File: src/hdl/ecr_pkg.sv
// Shared types and constants for the elevator call register unit.
package ecr_pkg;

    typedef enum logic [2:0] {
        KIND_QUERY    = 3'd0,
        KIND_ADD_HALL = 3'd1,
        KIND_CLR_HALL = 3'd2,
        KIND_ADD_CAR  = 3'd3,
        KIND_CLR_CAR  = 3'd4,
        KIND_CLR_ALL  = 3'd5,
        KIND_POSITION = 3'd6
    } t_kind;

    typedef struct packed {
        logic [2:0]        kind;
        logic signed [4:0] floor;
        logic              call_direction;
        logic              travel_direction;
    } t_item;

    // Validity of the named floor, shared by the update and the report logic.
    typedef struct packed {
        logic hall_ok;
        logic car_ok;
        logic bad;
    } t_floor_check;

    typedef struct packed {
        logic [3:0] stop_floor;
        logic       between_floors;
        logic       hall_called;
        logic       car_called;
        logic       calls_above;
        logic       calls_below;
        logic       calls_elsewhere;
        logic       bad_request;
    } t_result;

    localparam logic [4:0]        FLOORS_RESET      = 5'd4;
    localparam logic [7:0]        MIN_FLOORS        = 8'd2;
    localparam logic [0:0]        REG_FLOORS_IN_USE = 1'b0;
    localparam logic signed [4:0] FLOOR_LEAVING     = -5'sd1;
    localparam logic              DIR_UP            = 1'b0;
    localparam logic              DIR_DOWN          = 1'b1;

endpackage

File: src/hdl/elevator_call_register_unit.sv
// Top level of the elevator call register unit: handshakes, register port, stages.
// An accepted input item is held in the item register; its result is then registered in the result register.
// Throughput: one item per cycle; the item register feeds a single pass of update
// and lookup logic into the result register, which stalls only on output backpressure.
// Reset (synchronous, active low) clears all call bits, puts the car at floor 0,
// sets floors_in_use to 4 and empties both stages.
module elevator_call_register_unit
    import ecr_pkg::*;
#(
    parameter int MAX_FLOORS = 16
) (
    input  logic              i_clk,
    input  logic              i_rst_n,
    // Input item channel.
    input  logic              i_in_valid,
    output logic              o_in_ready,
    input  logic [2:0]        i_kind,
    input  logic signed [4:0] i_floor,
    input  logic              i_call_direction,
    input  logic              i_travel_direction,
    // Result channel.
    output logic              o_out_valid,
    input  logic              i_out_ready,
    output logic [3:0]        o_stop_floor,
    output logic              o_between_floors,
    output logic              o_hall_called,
    output logic              o_car_called,
    output logic              o_calls_above,
    output logic              o_calls_below,
    output logic              o_calls_elsewhere,
    output logic              o_bad_request,
    // Register port.
    input  logic              psel,
    input  logic              penable,
    input  logic              pwrite,
    input  logic [2:0]        paddr,
    input  logic [31:0]       pwdata,
    output logic [31:0]       prdata,
    output logic              pready
);

    localparam int FW = $clog2(MAX_FLOORS);
    localparam int PW = FW + 1;

    logic [4:0]  r_floors_in_use;
    logic        r_in_valid;
    t_item       r_item;
    logic        r_out_valid;
    t_result     r_result;

    logic        advance;
    logic        in_xfer;
    logic        cfg_write;
    logic [7:0]  cfg_floors;
    logic [7:0]  eff_floors;
    logic [FW-1:0] top;

    logic [MAX_FLOORS-1:0] up_calls;
    logic [MAX_FLOORS-1:0] down_calls;
    logic [MAX_FLOORS-1:0] car_calls;
    logic [PW-1:0]         position;
    t_floor_check          check;
    t_result               result;

    // Register port. A write lands in the access phase; pready never stalls.
    assign pready    = 1'b1;
    assign cfg_write = psel && penable && pwrite && pready;

    always_ff @(posedge i_clk) begin
        if (!i_rst_n) begin
            r_floors_in_use <= FLOORS_RESET;
        end else if (cfg_write && (paddr[2] == REG_FLOORS_IN_USE)) begin
            r_floors_in_use <= pwdata[4:0];
        end
    end

    always_comb begin
        prdata = '0;
        if (paddr[2] == REG_FLOORS_IN_USE) begin
            prdata = 32'(r_floors_in_use);
        end
    end

    // The floor count in use is clamped to 2..MAX_FLOORS; the top floor is one less.
    always_comb begin
        cfg_floors = 8'(r_floors_in_use);
        if (cfg_floors < MIN_FLOORS) begin
            eff_floors = MIN_FLOORS;
        end else if (cfg_floors > 8'(MAX_FLOORS)) begin
            eff_floors = 8'(MAX_FLOORS);
        end else begin
            eff_floors = cfg_floors;
        end
        top = FW'(eff_floors - 8'd1);
    end

    // The item register moves into the result register whenever that one is
    // empty or being drained in the same cycle; the state update happens on
    // that same edge, so items are applied strictly in order.
    assign advance    = r_in_valid && (!r_out_valid || i_out_ready);
    assign o_in_ready = !r_in_valid || advance;
    assign in_xfer    = i_in_valid && o_in_ready;

    always_ff @(posedge i_clk) begin
        if (!i_rst_n) begin
            r_in_valid  <= 1'b0;
            r_out_valid <= 1'b0;
        end else begin
            if (in_xfer) begin
                r_in_valid <= 1'b1;
            end else if (advance) begin
                r_in_valid <= 1'b0;
            end
            if (advance) begin
                r_out_valid <= 1'b1;
            end else if (i_out_ready) begin
                r_out_valid <= 1'b0;
            end
        end
    end

    always_ff @(posedge i_clk) begin
        if (in_xfer) begin
            r_item <= '{kind: i_kind, floor: i_floor, call_direction: i_call_direction,
                        travel_direction: i_travel_direction};
        end
        if (advance) begin
            r_result <= result;
        end
    end

    ecr_state #(
        .MAX_FLOORS (MAX_FLOORS)
    ) u_state (
        .i_clk        (i_clk),
        .i_rst_n      (i_rst_n),
        .i_advance    (advance),
        .i_item       (r_item),
        .i_top        (top),
        .o_up_calls   (up_calls),
        .o_down_calls (down_calls),
        .o_car_calls  (car_calls),
        .o_position   (position),
        .o_check      (check)
    );

    ecr_status #(
        .MAX_FLOORS (MAX_FLOORS)
    ) u_status (
        .i_item       (r_item),
        .i_check      (check),
        .i_top        (top),
        .i_up_calls   (up_calls),
        .i_down_calls (down_calls),
        .i_car_calls  (car_calls),
        .i_position   (position),
        .o_result     (result)
    );

    assign o_out_valid       = r_out_valid;
    assign o_stop_floor      = r_result.stop_floor;
    assign o_between_floors  = r_result.between_floors;
    assign o_hall_called     = r_result.hall_called;
    assign o_car_called      = r_result.car_called;
    assign o_calls_above     = r_result.calls_above;
    assign o_calls_below     = r_result.calls_below;
    assign o_calls_elsewhere = r_result.calls_elsewhere;
    assign o_bad_request     = r_result.bad_request;

`ifndef NO_ASSERTIONS
    // Reset leaves no result pending.
    a_reset_empty: assert property (@(posedge i_clk) !i_rst_n |=> !o_out_valid)
        else $error("result pending after reset");

    // A call above or below the car is never at the current stop.
    a_dir_implies_elsewhere: assert property (@(posedge i_clk) disable iff (!i_rst_n)
        o_out_valid && (o_calls_above || o_calls_below) |-> o_calls_elsewhere)
        else $error("directional call not counted as elsewhere");

    // A rejected request names a floor invalid for the call it tried to change.
    a_bad_not_both: assert property (@(posedge i_clk) disable iff (!i_rst_n)
        o_out_valid && o_bad_request |-> !(o_hall_called && o_car_called))
        else $error("rejected request reports both calls set");

    // The input side only stalls behind a full, stalled result register.
    a_stall_cause: assert property (@(posedge i_clk) disable iff (!i_rst_n)
        !o_in_ready |-> (o_out_valid && !i_out_ready))
        else $error("input stalled without output backpressure");
`endif

endmodule

File: src/hdl/ecr_state.sv
// Call bit stores and half-floor position counter with their update logic.
module ecr_state
    import ecr_pkg::*;
#(
    parameter int MAX_FLOORS = 16
) (
    input  logic                              i_clk,
    input  logic                              i_rst_n,
    input  logic                              i_advance,
    input  t_item                             i_item,
    input  logic [$clog2(MAX_FLOORS)-1:0]     i_top,
    output logic [MAX_FLOORS-1:0]             o_up_calls,
    output logic [MAX_FLOORS-1:0]             o_down_calls,
    output logic [MAX_FLOORS-1:0]             o_car_calls,
    output logic [$clog2(MAX_FLOORS):0]       o_position,
    output t_floor_check                      o_check
);

    localparam int FW = $clog2(MAX_FLOORS);
    localparam int PW = FW + 1;
    localparam int CW = (FW > 4) ? FW : 4;

    logic [MAX_FLOORS-1:0] r_up_calls, n_up_calls;
    logic [MAX_FLOORS-1:0] r_down_calls, n_down_calls;
    logic [MAX_FLOORS-1:0] r_car_calls, n_car_calls;
    logic [PW-1:0]         r_position, n_position;

    logic          floor_nonneg;
    logic [CW-1:0] floor_w;
    logic [CW-1:0] top_w;
    logic          up_ok;
    logic          down_ok;
    logic          car_ok;
    logic          hall_ok;
    logic [FW-1:0] idx;
    t_kind         kind;

    always_comb begin
        floor_nonneg = !i_item.floor[4];
        floor_w      = CW'(i_item.floor[3:0]);
        top_w        = CW'(i_top);
        up_ok        = floor_nonneg && (floor_w < top_w);
        down_ok      = floor_nonneg && (floor_w != '0) && (floor_w <= top_w);
        car_ok       = floor_nonneg && (floor_w <= top_w);
        hall_ok      = (i_item.call_direction == DIR_DOWN) ? down_ok : up_ok;
        idx          = FW'(i_item.floor[3:0]);
        kind         = t_kind'(i_item.kind);
    end

    always_comb begin
        n_up_calls   = r_up_calls;
        n_down_calls = r_down_calls;
        n_car_calls  = r_car_calls;
        n_position   = r_position;
        o_check      = '{hall_ok: hall_ok, car_ok: car_ok, bad: 1'b0};
        case (kind)
            KIND_ADD_HALL, KIND_CLR_HALL: begin
                if (hall_ok) begin
                    if (i_item.call_direction == DIR_DOWN) begin
                        n_down_calls[idx] = (kind == KIND_ADD_HALL);
                    end else begin
                        n_up_calls[idx] = (kind == KIND_ADD_HALL);
                    end
                end else begin
                    o_check.bad = 1'b1;
                end
            end
            KIND_ADD_CAR, KIND_CLR_CAR: begin
                if (car_ok) begin
                    n_car_calls[idx] = (kind == KIND_ADD_CAR);
                end else begin
                    o_check.bad = 1'b1;
                end
            end
            KIND_CLR_ALL: begin
                n_up_calls   = '0;
                n_down_calls = '0;
                n_car_calls  = '0;
            end
            KIND_POSITION: begin
                if (i_item.floor == FLOOR_LEAVING) begin
                    // Leaving only moves the car when it stands at a floor.
                    if (!r_position[0]) begin
                        if (i_item.travel_direction == DIR_UP) begin
                            if (r_position < {i_top, 1'b0}) begin
                                n_position = r_position + PW'(1);
                            end
                        end else if (r_position != '0) begin
                            n_position = r_position - PW'(1);
                        end
                    end
                end else if (car_ok) begin
                    n_position = {idx, 1'b0};
                end
            end
            default: begin
            end
        endcase
    end

    always_ff @(posedge i_clk) begin
        if (!i_rst_n) begin
            r_up_calls   <= '0;
            r_down_calls <= '0;
            r_car_calls  <= '0;
            r_position   <= '0;
        end else if (i_advance) begin
            r_up_calls   <= n_up_calls;
            r_down_calls <= n_down_calls;
            r_car_calls  <= n_car_calls;
            r_position   <= n_position;
        end
    end

    // The report covers the state after this item's update.
    assign o_up_calls   = n_up_calls;
    assign o_down_calls = n_down_calls;
    assign o_car_calls  = n_car_calls;
    assign o_position   = n_position;

endmodule

File: src/hdl/ecr_status.sv
// Position report, per-floor call lookup and masked call reductions.
module ecr_status
    import ecr_pkg::*;
#(
    parameter int MAX_FLOORS = 16
) (
    input  t_item                           i_item,
    input  t_floor_check                    i_check,
    input  logic [$clog2(MAX_FLOORS)-1:0]   i_top,
    input  logic [MAX_FLOORS-1:0]           i_up_calls,
    input  logic [MAX_FLOORS-1:0]           i_down_calls,
    input  logic [MAX_FLOORS-1:0]           i_car_calls,
    input  logic [$clog2(MAX_FLOORS):0]     i_position,
    output t_result                         o_result
);

    localparam int FW = $clog2(MAX_FLOORS);
    localparam int PW = FW + 1;

    logic [FW-1:0] stop;
    logic [FW-1:0] idx;
    logic [FW-1:0] fi;
    logic          up_v;
    logic          down_v;
    logic          car_v;
    logic          any_v;
    logic          here;
    logic          above;
    logic          below;
    logic          elsewhere;

    always_comb begin
        stop      = i_position[PW-1:1];
        idx       = FW'(i_item.floor[3:0]);
        above     = 1'b0;
        below     = 1'b0;
        elsewhere = 1'b0;
        fi        = '0;
        up_v      = 1'b0;
        down_v    = 1'b0;
        car_v     = 1'b0;
        any_v     = 1'b0;
        here      = 1'b0;
        for (int f = 0; f < MAX_FLOORS; f++) begin
            fi     = FW'(f);
            up_v   = i_up_calls[f] && (fi < i_top);
            down_v = i_down_calls[f] && (fi != '0) && (fi <= i_top);
            car_v  = i_car_calls[f] && (fi <= i_top);
            any_v  = up_v || down_v || car_v;
            here   = !i_position[0] && (stop == fi);
            above  = above || (any_v && (fi > stop));
            below  = below || (any_v && ((fi < stop) || (i_position[0] && (fi == stop))));
            elsewhere = elsewhere
                || (up_v && !(here && (i_item.travel_direction == DIR_UP)))
                || (down_v && !(here && (i_item.travel_direction == DIR_DOWN)))
                || (car_v && !here);
        end
    end

    always_comb begin
        o_result.stop_floor      = 4'(stop);
        o_result.between_floors  = i_position[0];
        o_result.hall_called     = i_check.hall_ok
            && ((i_item.call_direction == DIR_DOWN) ? i_down_calls[idx] : i_up_calls[idx]);
        o_result.car_called      = i_check.car_ok && i_car_calls[idx];
        o_result.calls_above     = above;
        o_result.calls_below     = below;
        o_result.calls_elsewhere = elsewhere;
        o_result.bad_request     = i_check.bad;
    end

endmodule
File: config.mk
export PLATFORM = sky130hd
export DESIGN_NAME = elevator_call_register_unit
export DESIGN_NICKNAME = d
export VERILOG_FILES = /design/src/hdl/ecr_pkg.sv /design/src/hdl/elevator_call_register_unit.sv /design/src/hdl/ecr_state.sv /design/src/hdl/ecr_status.sv
export SDC_FILE = /design/constraint.sdc
export NUM_CORES = 1
export LEC_CHECK = 0
export BUFFER_PORTS_ARGS = -buffer_cell sky130_fd_sc_hd__buf_2
export CAP_MARGIN = 20
export CORE_MARGIN = 5
export CORE_UTILIZATION = 35
export CTS_CLUSTER_DIAMETER = 30
export DETAILED_ROUTE_END_ITERATION = 10
export PLACE_DENSITY = 0.53
export SLEW_MARGIN = 20
export SYNTH_ARGS = -nofsm -noshare
export SYNTH_HDL_FRONTEND = slang
export SYNTH_HIERARCHICAL = 1
export SYNTH_SLANG_ARGS = --single-unit
File: constraint.sdc
create_clock -name i_clk -period 15 [get_ports i_clk]
set_input_delay 0 -clock i_clk [delete_from_list [all_inputs] [get_ports i_clk]]
set_output_delay 0 -clock i_clk [all_outputs]
set_load 0.005 [all_outputs]
# [After elaboration in Yosys (flattened, before gate mapping)]
# Cells that the tools add are included.
[op_classes] reduce_logical=384 addsub=3 muxes=38 n_lt_le_gt_ge=71 eq_ne=37 bitwise_logic=2
[ops] op="logical AND 1 bit" n=201
[ops] op="logical OR 1 bit" n=125
[ops] op="one-hot mux 16 bit (2 select lines)" n=3
[ops] op="2-to-1 mux 16 bit" n=5
[ops] op="< comparator 4 bit, first input constant" n=16
[ops] op="logical NOT 1 bit" n=51
[ops] op="bitwise mux 16 bit" n=3
[ops] op="2-to-1 mux 5 bit" n=8
[ops] op="equality test 4 bit, first input constant" n=8
[ops] op="equality test 4 bit, second input constant" n=8
[ops] op="> comparator 4 bit, first input constant" n=8
[ops] op="less-or-equal comparator 4 bit, first input constant" n=8
[ops] op="< comparator 3 x 4 -> 1 bit, first input constant" n=8
[ops] op="equality test 3 x 4 -> 1 bit, first input constant" n=4
[ops] op="equality test 4 x 3 -> 1 bit, second input constant" n=4
[ops] op="> comparator 3 x 4 -> 1 bit, first input constant" n=4
[ops] op="less-or-equal comparator 3 x 4 -> 1 bit, first input constant" n=4
[ops] op="< comparator 1 x 4 -> 1 bit, first input constant" n=4
[ops] op="< comparator 2 x 4 -> 1 bit, first input constant" n=4
[ops] op="binary-select mux 1 bit (select 4 bit)" n=3
[ops] op="2-to-1 mux 1 bit" n=12
[ops] op="equality test 3 bit, second input constant" n=3
[ops] op="equality test 2 x 4 -> 1 bit, first input constant" n=2
[ops] op="equality test 4 x 2 -> 1 bit, second input constant" n=2
[ops] op="other kinds (28)" n=37
[totals] ff_bits=81 inputBits=52

# [Logic depth before layout (Yosys ltp)]
# Gate-level depths: netlist of the first run.
[logic_depth] word_depth=61 mapped_depth=22 ltp_nobuf=18

# [Cells and area by module]
# The synthesis of the first run kept the hierarchy.
[modules_own_cells] mod="ecr_state" area_per_inst_um2=4393.0 instances=1 cells_per_inst=567 seq_area_each_um2=1061.0
[modules_own_cells] mod="ecr_status" area_per_inst_um2=1864.3 instances=1 cells_per_inst=263 seq_area_each_um2=0.0
[modules_own_cells] mod="elevator_call_register_unit" area_per_inst_um2=1253.7 instances=1 cells_per_inst=98 seq_area_each_um2=770.7

# [Worst setup path after synthesis of the first run]
# OpenSTA, ideal clock, no wires.
[synth_timing] kind="register to register" start="register r_floors_in_use[2]" end="register r_result, in the netlist o_calls_elsewhere, data pin" n_path_buf=3 period_less_slack_ps=5062 path_stages_with_launch=20 setup_slack_ps=9938 arrival_time_ps=4811 cell_sequence="dfxtp_1 > o311ai_0 > ha_1 > xnor2_1 > inv_1 > ha_1 > nand4_1 > nor2_1 > a21oi_4 > buf_4 > buf_4 > mux2i_1 > o211ai_2 > or4b_4 > o311ai_2 > o2111ai_1 > nor4_1 > nand4_1 > or4_1 > buf_4"
[synth_between] elab_chain_len=61 word_cells_on_any_way=307
[synth_lines] item="from (decl)" line_no="elevator_call_register_unit.sv:45" source="logic [4:0] r_floors_in_use;"
[synth_lines] item="from (signal assigned)" line_no="elevator_call_register_unit.sv:73" source="r_floors_in_use <= pwdata[4:0];"
[synth_lines] item="> comparator 5 bit" line_no="elevator_call_register_unit.sv:89" source="end else if (cfg_floors > 8'(MAX_FLOORS)) begin"
[synth_lines] item="2-to-1 mux 4 bit" line_no="elevator_call_register_unit.sv:89"
[synth_lines] item="2-to-1 mux 4 bit *" line_no="elevator_call_register_unit.sv:87" source="if (cfg_floors < MIN_FLOORS) begin"
[synth_lines] item="subtractor 4 x 1 -> 4 bit *" line_no="elevator_call_register_unit.sv:94" source="top = FW'(eff_floors - 8'd1);"
[synth_lines] item="via top[0]" line_no="elevator_call_register_unit.sv:56" source="logic [FW-1:0] top;"
[synth_lines] item="< comparator 5 bit" line_no="ecr_state.sv:85" source="if (r_position < {i_top, 1'b0}) begin"
[synth_lines] item="2-to-1 mux 5 bit" line_no="ecr_state.sv:85"
[synth_lines] item="2-to-1 mux 5 bit" line_no="ecr_state.sv:84" source="if (i_item.travel_direction == DIR_UP) begin"
[synth_lines] item="(+3 left out)"
[synth_lines] item="via position[1]" line_no="elevator_call_register_unit.sv:61" source="logic [PW-1:0] position;"
[synth_lines] item="(+44 left out)"
[synth_lines] item="logical OR 1 bit" line_no="ecr_status.sv:56" source="|| (car_v && !here);"
[synth_lines] item="logical OR 1 bit" line_no="ecr_status.sv:54" source="|| (up_v && !(here && (i_item.travel_direction == DIR_UP)))"
[synth_lines] item="logical OR 1 bit" line_no="ecr_status.sv:55" source="|| (down_v && !(here && (i_item.travel_direction == DIR_DOWN)))"
[synth_lines] item="logical OR 1 bit" line_no="ecr_status.sv:56"
[synth_lines] item="logical OR 1 bit" line_no="ecr_status.sv:54"
[synth_lines] item="logical OR 1 bit" line_no="ecr_status.sv:55"
[synth_lines] item="logical OR 1 bit *" line_no="ecr_status.sv:56"
[synth_lines] item="via u_status.elsewhere" line_no="ecr_status.sv:30" source="logic elsewhere;"
[synth_lines] item="to (signal assigned)" line_no="elevator_call_register_unit.sv:128" source="r_result <= result;"
[synth_lines] item="to (decl)" line_no="elevator_call_register_unit.sv:49" source="t_result r_result;"
# Mark *: on every way through the listed nets, which the timed path passes. The rest lies on a longest branch.
# A chain may end at the register's enable or synchronous reset.

==> impl_metrics.env, run 1 <==
export IMPL_grt_pass1_vias=7116
export IMPL_clkPwrFrac_pct=44.6
export IMPL_status="finished, final reports clean"
export IMPL_die_height_um=156
export IMPL_grt_util_met1_pct=31.1
export IMPL_critPathRequiredTime_ns=15.08
export IMPL_yosysWarnings=6
export IMPL_layout_common_cells="nand2_1 (97), dfxtp_1 (60), o21ai_0 (52)"
export IMPL_cts_buffers=9
export IMPL_worstPathBufferInverterCount=6
export IMPL_endpoint_kind="flip-flop"
export IMPL_grtUsageMet2_pct=33.0
export IMPL_io_buffer_count=40
export IMPL_arrival_ns=7.07
export IMPL_fin_area_sq_um=8260
export IMPL_layout_nets=988
export IMPL_postSynthAreaPerCell_sq_um=8.09
export IMPL_ctsResizeCount=0
export IMPL_finalWeightedCongestion=0.886
export IMPL_root_buffer="clkbuf_16"
export IMPL_grt_busiest_layer="met2"
export IMPL_layout_commonest_cell="nand2_1"
export IMPL_cp_common_cell="buf_4"
export IMPL_crit_type="flip-flop to flip-flop"
export IMPL_final_max_slew_viol_count=0
export IMPL_num_vias=7916
export IMPL_switchingPower_uw=175
export IMPL_finalClockSkew_ns=0.00887
export IMPL_multi_input_area_sq_um=5100
export IMPL_crit_chain="o311ai_2 > buf_4 > ha_1 > inv_1 > inv_1 > ha_1 > nor2b_1 > o211ai_2 > a21oi_4 > buf_4 > inv_2 > a2111oi_0 > o21ai_1 > buf_4 > nand2b_1 > nor4b_1 > o22ai_1 > nor4_1 > nand4_1 > or4_1"
export IMPL_max_freq_mhz=143
export IMPL_clockBufferDepth=2
export IMPL_power_internal_uw=424
export IMPL_p_seq_share_pct=38.7
export IMPL_placed_area_sq_um=7720
export IMPL_ant_nets=0
export IMPL_cp_top_family="compound AO/OA/AOI/OAI gates"
export IMPL_ys_types=94
export IMPL_postSynthCellCount=928
export IMPL_drv_cap=0
export IMPL_drt_iter0_drc=980
export IMPL_finalHoldViolCount=0
export IMPL_startpoint_type="flip-flop"
export IMPL_grt_overflow=0
export IMPL_synth_top_area_share_pct=16.0
export IMPL_io_pins=98
export IMPL_leakage_uw=0.00276
export IMPL_synth_cell_area_sq_um=7510
export IMPL_fillers=2152
export IMPL_slowest_delay_ns=0.76
export IMPL_fp_dieW_um=156
export IMPL_wirelength_um=27200
export IMPL_synth_edff_count=21
export IMPL_switching_share_pct=29.3
export IMPL_powerDensity_nw_per_um2=72.6
export IMPL_period_share_pct=46.6
export IMPL_irDropWorstVdd_mv=0.0516
export IMPL_grt_pass1_wl_um=42300
export IMPL_fin_crit_ns=6.99
export IMPL_rsz0062_at_grt="no"
export IMPL_critical_path_slowest_cell="a2111oi_0"
export IMPL_tns_ns=0
export IMPL_seq_area_sq_um=1830
export IMPL_cts_tree="built"
export IMPL_wl_per_cell_um=22.6
export IMPL_hold_path_class="primary input to flip-flop"
export IMPL_vias_per_cell=6.56
export IMPL_dr_pass1_iters=6
export IMPL_grt_usage_pct=21.7
export IMPL_core_rowCount=53
export IMPL_remaining_drc_errors=0
export IMPL_core_area_sq_um=21100
export IMPL_area_growth_pct=9.91
export IMPL_cts_sinks=81
export IMPL_grt_use_met3_pct=3.51
export IMPL_synth_top_cell_by_area="dfxtp_1"
export IMPL_setup_viol=0
export IMPL_synth_area_leaders="dfxtp_1 (16%), edfxtp_1 (8.4%), nand2_1 (4.8%)"
export IMPL_async_reset_ff_share_pct=0
export IMPL_dp_hpwl_um=18700
export IMPL_tightest_slew_ns=1.10
export IMPL_antennaDiodeCount=0
export IMPL_pwr_share_comb_pct=16.7
export IMPL_grt_antenna_before_repair=0
export IMPL_htree_levels=3
export IMPL_initial_core_util_pct=35.6
export IMPL_seq_area_frac_synth_pct=24.4
export IMPL_drive_above_1_share_pct=14.5
export IMPL_slew_headroom_pct=26.6
export IMPL_path_max_fanout=42
export IMPL_ys_ff_latch=81
export IMPL_ys_flop_type="dfxtp_1"
export IMPL_die_area_sq_um=24500
export IMPL_clk_pin_slew_ns=0.07
export IMPL_grt_start_max_net_pins=52
export IMPL_clk_latency_ns=0.35
stage by stage:
step	util [%]	total power, uW	worst slack [ns]	cells	hold WS [ns]
after global placement	36.6	331	8.11	1172	0.177
after detailed placement	36.6	331	8.12	1172	0.178
after global routing	39.1	623	7.54	1206	0.195
after floorplan	-	309	9.94	954	0.0269
final	39.1	599	8.01	1206	0.178
after CTS	39.1	604	8.11	1206	0.159
power groups by stage:
stage | combinational (uW) | sequential (uW) | clock (uW)
floorplan | 72.4 | 237 | 0
global placement | 94.3 | 237 | 0
detailed placement | 94.1 | 237 | 0
CTS | 98.0 | 232 | 274
global route | 108 | 233 | 283
finish | 100 | 232 | 267
flip-flops by register name (all words and copies together) (netlist names), 4 cells and up:
signal / flops
u_state/r_down_calls: 16
u_state/r_position: 5
o_stop_floor: 4
r_item: 10
r_floors_in_use: 5
u_state/r_up_calls: 16
u_state/r_car_calls: 16
tightest hold or removal path: stages:
cell and delay [ns]:
buf_2 0.09, buf_4 0.23, o21a_1 0.15
layout make-up:
type / count / share of cell area, %
clock buffers: 10 / 2.89
clock inverters: 6 / 1.39
inverters: 18 / 0.818
multi-input cells: 735 / 61.8
flip-flops and latches: 81 / 22.2
well taps: 275 / 4.17
repair buffers: 81 / 6.70
Yosys cell counts, types with 6 or more instances:
master and n:
o21a_1 8, dfxtp_1 60, a41oi_1 22, o2111ai_1 6, and2_1 7, nand2b_1 17
mux4_2 15, a21o_1 8, a31oi_1 23, buf_4 43, nor2b_1 13, nor3_1 17
clkbuf_1 53, and3_1 12, a21oi_1 42, inv_1 13, o211ai_1 10, o31ai_1 18
nor2_1 49, o311ai_0 33, buf_2 21, a32o_1 34, o21ai_0 54, mux2i_1 8
a311oi_1 7, ha_1 10, nand2_1 97, a211oi_1 24, nand3_1 39, edfxtp_1 21
cells by family after synthesis:
| logic type | share of synthesized area, % |
|---|---|
| other | 0.100 |
| AOI/OAI and AO/OA | 36.0 |
| and+or+nand+nor | 22.2 |
| buffers and inverters | 9.50 |
| adders and majority gates | 1.93 |
| xor gates and xnor gates | 0.117 |
| muxes | 5.71 |
| DFF | 24.4 |
path summary, 6_finish.rpt:
check / end / slack, ns / from / depth (start not counted)
max reg2reg: o_calls_elsewhere / 8.01 / r_floors_in_use[1] / 20
min reg2reg: u_state/r_down_calls[0] / 0.45 / u_state/r_down_calls[0] / 1
max: o_calls_elsewhere / 8.01 / r_floors_in_use[1] / 20
min: o_out_valid / 0.18 / i_rst_n / 3
routing by layer:
metal | share of wire, % | up-vias
met5 | 0 | -
met3 | 8.3 | 60
met1 | 44 | 3799
met4 | 3.4 | 0
met2 | 44 | 432
li1 | - | 3625
what timing repair did:
item	in CTS	in global routing
hold endpoints to repair	17	0
endpoints found under the setup margin	0	0
hold buffers	18	0
setup buffers	0	0
Power figures use the tool's default switching activity.
==> run 2, diff against run 1 <==
- ABC_AREA: default -> 1
- PLACE_DENSITY: 0.53 -> 0.55
- clock period: 15 -> 6 ns (I/O delays scaled with it)
==> run 2 against run 1 <==
Count of clock-buffer cells in the layout did not move. Non-clock buffer count shrank 15. Flip-flop and latch count unchanged. Largest power group unchanged. Area after synthesis grew 1.2%. Critical path type unchanged. Clock skew is 0.00053 ns higher. Power rose to 3.0 times the previous value. Critical endpoint unchanged.
==> impl_metrics.env, run 2 <==
export IMPL_drt_met1_wl_um=12200
export IMPL_fillers=2430
export IMPL_met2_length_um=11400
export IMPL_wirelength_um=25900
export IMPL_cts_tree="built"
export IMPL_routed_top_layer="met4"
export IMPL_grt_pass1_wl_um=40700
export IMPL_hold_path_end="r_floors_in_use[2]"
export IMPL_r2r_slack_ns=0.82
export IMPL_fin_crit_ns=5.18
export IMPL_finalHoldViolCount=0
export IMPL_postSynthCellCount=1342
export IMPL_worst_r2r_cell_count=28
export IMPL_antennaDiodeCount=0
export IMPL_tns_ns=0
export IMPL_core_rowCount=54
export IMPL_hold_path_class="primary input to flip-flop"
export IMPL_ant_nets=0
export IMPL_wl_met3_um=1780
export IMPL_critical_path_slowest_cell="xnor2_1"
export IMPL_clk_latency_ns=0.36
export IMPL_die_height_um=157
export IMPL_grt_usage_pct=20.9
export IMPL_hold_worst_slack_ns=0.0569
export IMPL_status="finished, final reports clean"
export IMPL_slew_headroom_pct=43.0
export IMPL_drt_iter0_drc=810
export IMPL_area_growth_pct=9.42
export IMPL_initial_core_util_pct=35.2
export IMPL_largestRegisters="u_state/r_car_calls (16), u_state/r_down_calls (16), u_state/r_up_calls (16)"
export IMPL_num_vias=8273
export IMPL_async_reset_ff_share_pct=0
export IMPL_layout_nets=1420
export IMPL_cts_buffers=9
export IMPL_grt_antenna_before_repair=0
export IMPL_wl_per_cell_um=15.8
export IMPL_remaining_drc_errors=0
export IMPL_dp_hpwl_um=19100
export IMPL_rsz0062_at_grt="no"
export IMPL_synth_cell_area_sq_um=7600
export IMPL_tightest_slew_ns=0.852
export IMPL_io_buffer_count=40
export IMPL_irDropWorstVdd_mv=0.123
export IMPL_synth_edff_count=21
export IMPL_arrival_ns=5.27
export IMPL_core_area_sq_um=21600
export IMPL_crit_type="flip-flop to flip-flop"
export IMPL_clockBufferDepth=2
export IMPL_path_max_fanout=18
export IMPL_critPathRequiredTime_ns=6.09
export IMPL_min_from="paddr[2]"
export IMPL_finalWeightedCongestion=0.953
export IMPL_drv_cap=0
export IMPL_finalClockSkew_ns=0.00940
export IMPL_grt_start_max_net_pins=56
export IMPL_seq_area_frac_synth_pct=24.1
export IMPL_ys_flop_type="dfxtp_1"
export IMPL_startpoint_type="flip-flop"
export IMPL_synth_area_leaders="nand2_1 (20%), dfxtp_1 (16%), inv_1 (9.4%)"
export IMPL_max_freq_mhz=193
export IMPL_cp_common_cell="nand2_1"
export IMPL_r2r_end="o_calls_elsewhere"
export IMPL_whs_path_depth=4
export IMPL_powerDensity_nw_per_um2=214
export IMPL_postSynthAreaPerCell_sq_um=5.66
export IMPL_synth_top_cell_by_area="nand2_1"
export IMPL_grt_pass1_vias=7405
export IMPL_root_buffer="clkbuf_16"
export IMPL_endpoint_kind="flip-flop"
export IMPL_synth_most_common_cell="nand2_1"
export IMPL_multi_input_area_sq_um=4570
export IMPL_htree_levels=3
export IMPL_setup_viol=0
export IMPL_r2r_start="r_floors_in_use[1]"
export IMPL_synth_top_area_share_pct=19.8
export IMPL_final_max_slew_viol_count=0
export IMPL_grt_overflow=0
export IMPL_slowest_delay_ns=0.64
export IMPL_dr_pass1_iters=5
export IMPL_seq_area_sq_um=1830
export IMPL_yosysWarnings=6
export IMPL_fp_dieW_um=157
export IMPL_io_pins=98
export IMPL_clk_pin_slew_ns=0.07
export IMPL_leakage_uw=0.00428
export IMPL_layout_common_cells="nand2_1 (401), inv_1 (190), nand3_1 (140)"
export IMPL_cts_sinks=81
export IMPL_period_share_pct=86.4
export IMPL_die_area_sq_um=24800
export IMPL_ys_ff_latch=81
export IMPL_layout_commonest_cell="nand2_1"
export IMPL_ys_types=43
export IMPL_drive_above_1_share_pct=9.32
export IMPL_vias_per_cell=5.04
export IMPL_synth_commonest_cells="nand2_1 (401), inv_1 (190), nand3_1 (140)"
## run 2: cells by family (layout without fill, tap and decap cells)
| logic type | after synthesis | count (layout) | synth area share (%) |
|---|---|---|---|
| compound gates | 241 | 241 | 16.5 |
| buf+inv | 295 | 290 | 17.2 |
| simple gates | 710 | 710 | 40.1 |
| flops | 81 | 81 | 24.1 |
| xor+xnor | 3 | 3 | 0.346 |
| other cells | 2 | 28 | 0.0988 |
| fa+ha+maj | 10 | 10 | 1.65 |
## run 2: worst max path at each step
stage	slack, ns	from	to
after global placement	0.82	r_floors_in_use[0]	o_calls_elsewhere
after detailed placement	0.78	r_floors_in_use[1]	o_calls_elsewhere
after global routing	0.29	r_floors_in_use[1]	o_calls_elsewhere
after floorplan	1.92	r_floors_in_use[1]	o_calls_elsewhere
after CTS	0.78	r_floors_in_use[1]	o_calls_elsewhere
final	0.82	r_floors_in_use[1]	o_calls_elsewhere
## run 2: layout make-up
class / count / share of cell area [%]
inverters: 208 / 9.42
well taps: 280 / 4.21
repair buffers: 66 / 5.27
flip-flops and latches: 81 / 22.0
clock buffers: 10 / 3.01
multi-input cells: 992 / 54.9
clock inverters: 6 / 1.13
## run 2: critical path, delay by kind of cell (launching register included)
family,cells,cell delay [ns]
adder cells (fa/ha/maj),2,0.65
XOR/XNOR,1,0.64
buffers and inverters,4,0.61
flip-flops,1,0.35
AND/OR/NAND/NOR,21,2.65
## run 2: metrics by stage
stage          setup WS [ns]  std cells  instance area [sq um]  power, uW  util, %
2_1_floorplan           1.92       1368                   7700       1020        -
3_3_place_gp           0.816       1610                   7800       1110     36.1
6_report               0.819       1643                   8320       1780     38.5
4_1_cts                0.785       1643                   8320       1790     38.5
3_5_place_dp           0.783       1610                   7800       1120     36.1
5_1_grt                0.289       1643                   8320       1880     38.5
## run 2: power breakdown
group	total, uW	internal [uW]	switching, uW
clock network	662	396	266
logic	490	148	341
registers	632	602	29.6
total	1780	1150	637
## run 2: what timing repair did
| item | in CTS | in global routing |
|---|---|---|
| hold endpoints to repair | 17 | 0 |
| resized for setup | 0 | 0 |
| buffers inserted | 0 | 0 |
| hold buffers | 17 | 0 |
## run 2: per-layer routing
layer / vias to the layer above / global-route usage (%)
li1: 4207 / -
met1: 3749 / 29.6
met2: 278 / 32.9
met3: 39 / 3.16
met4: 0 / 6.15
met5: - / 0
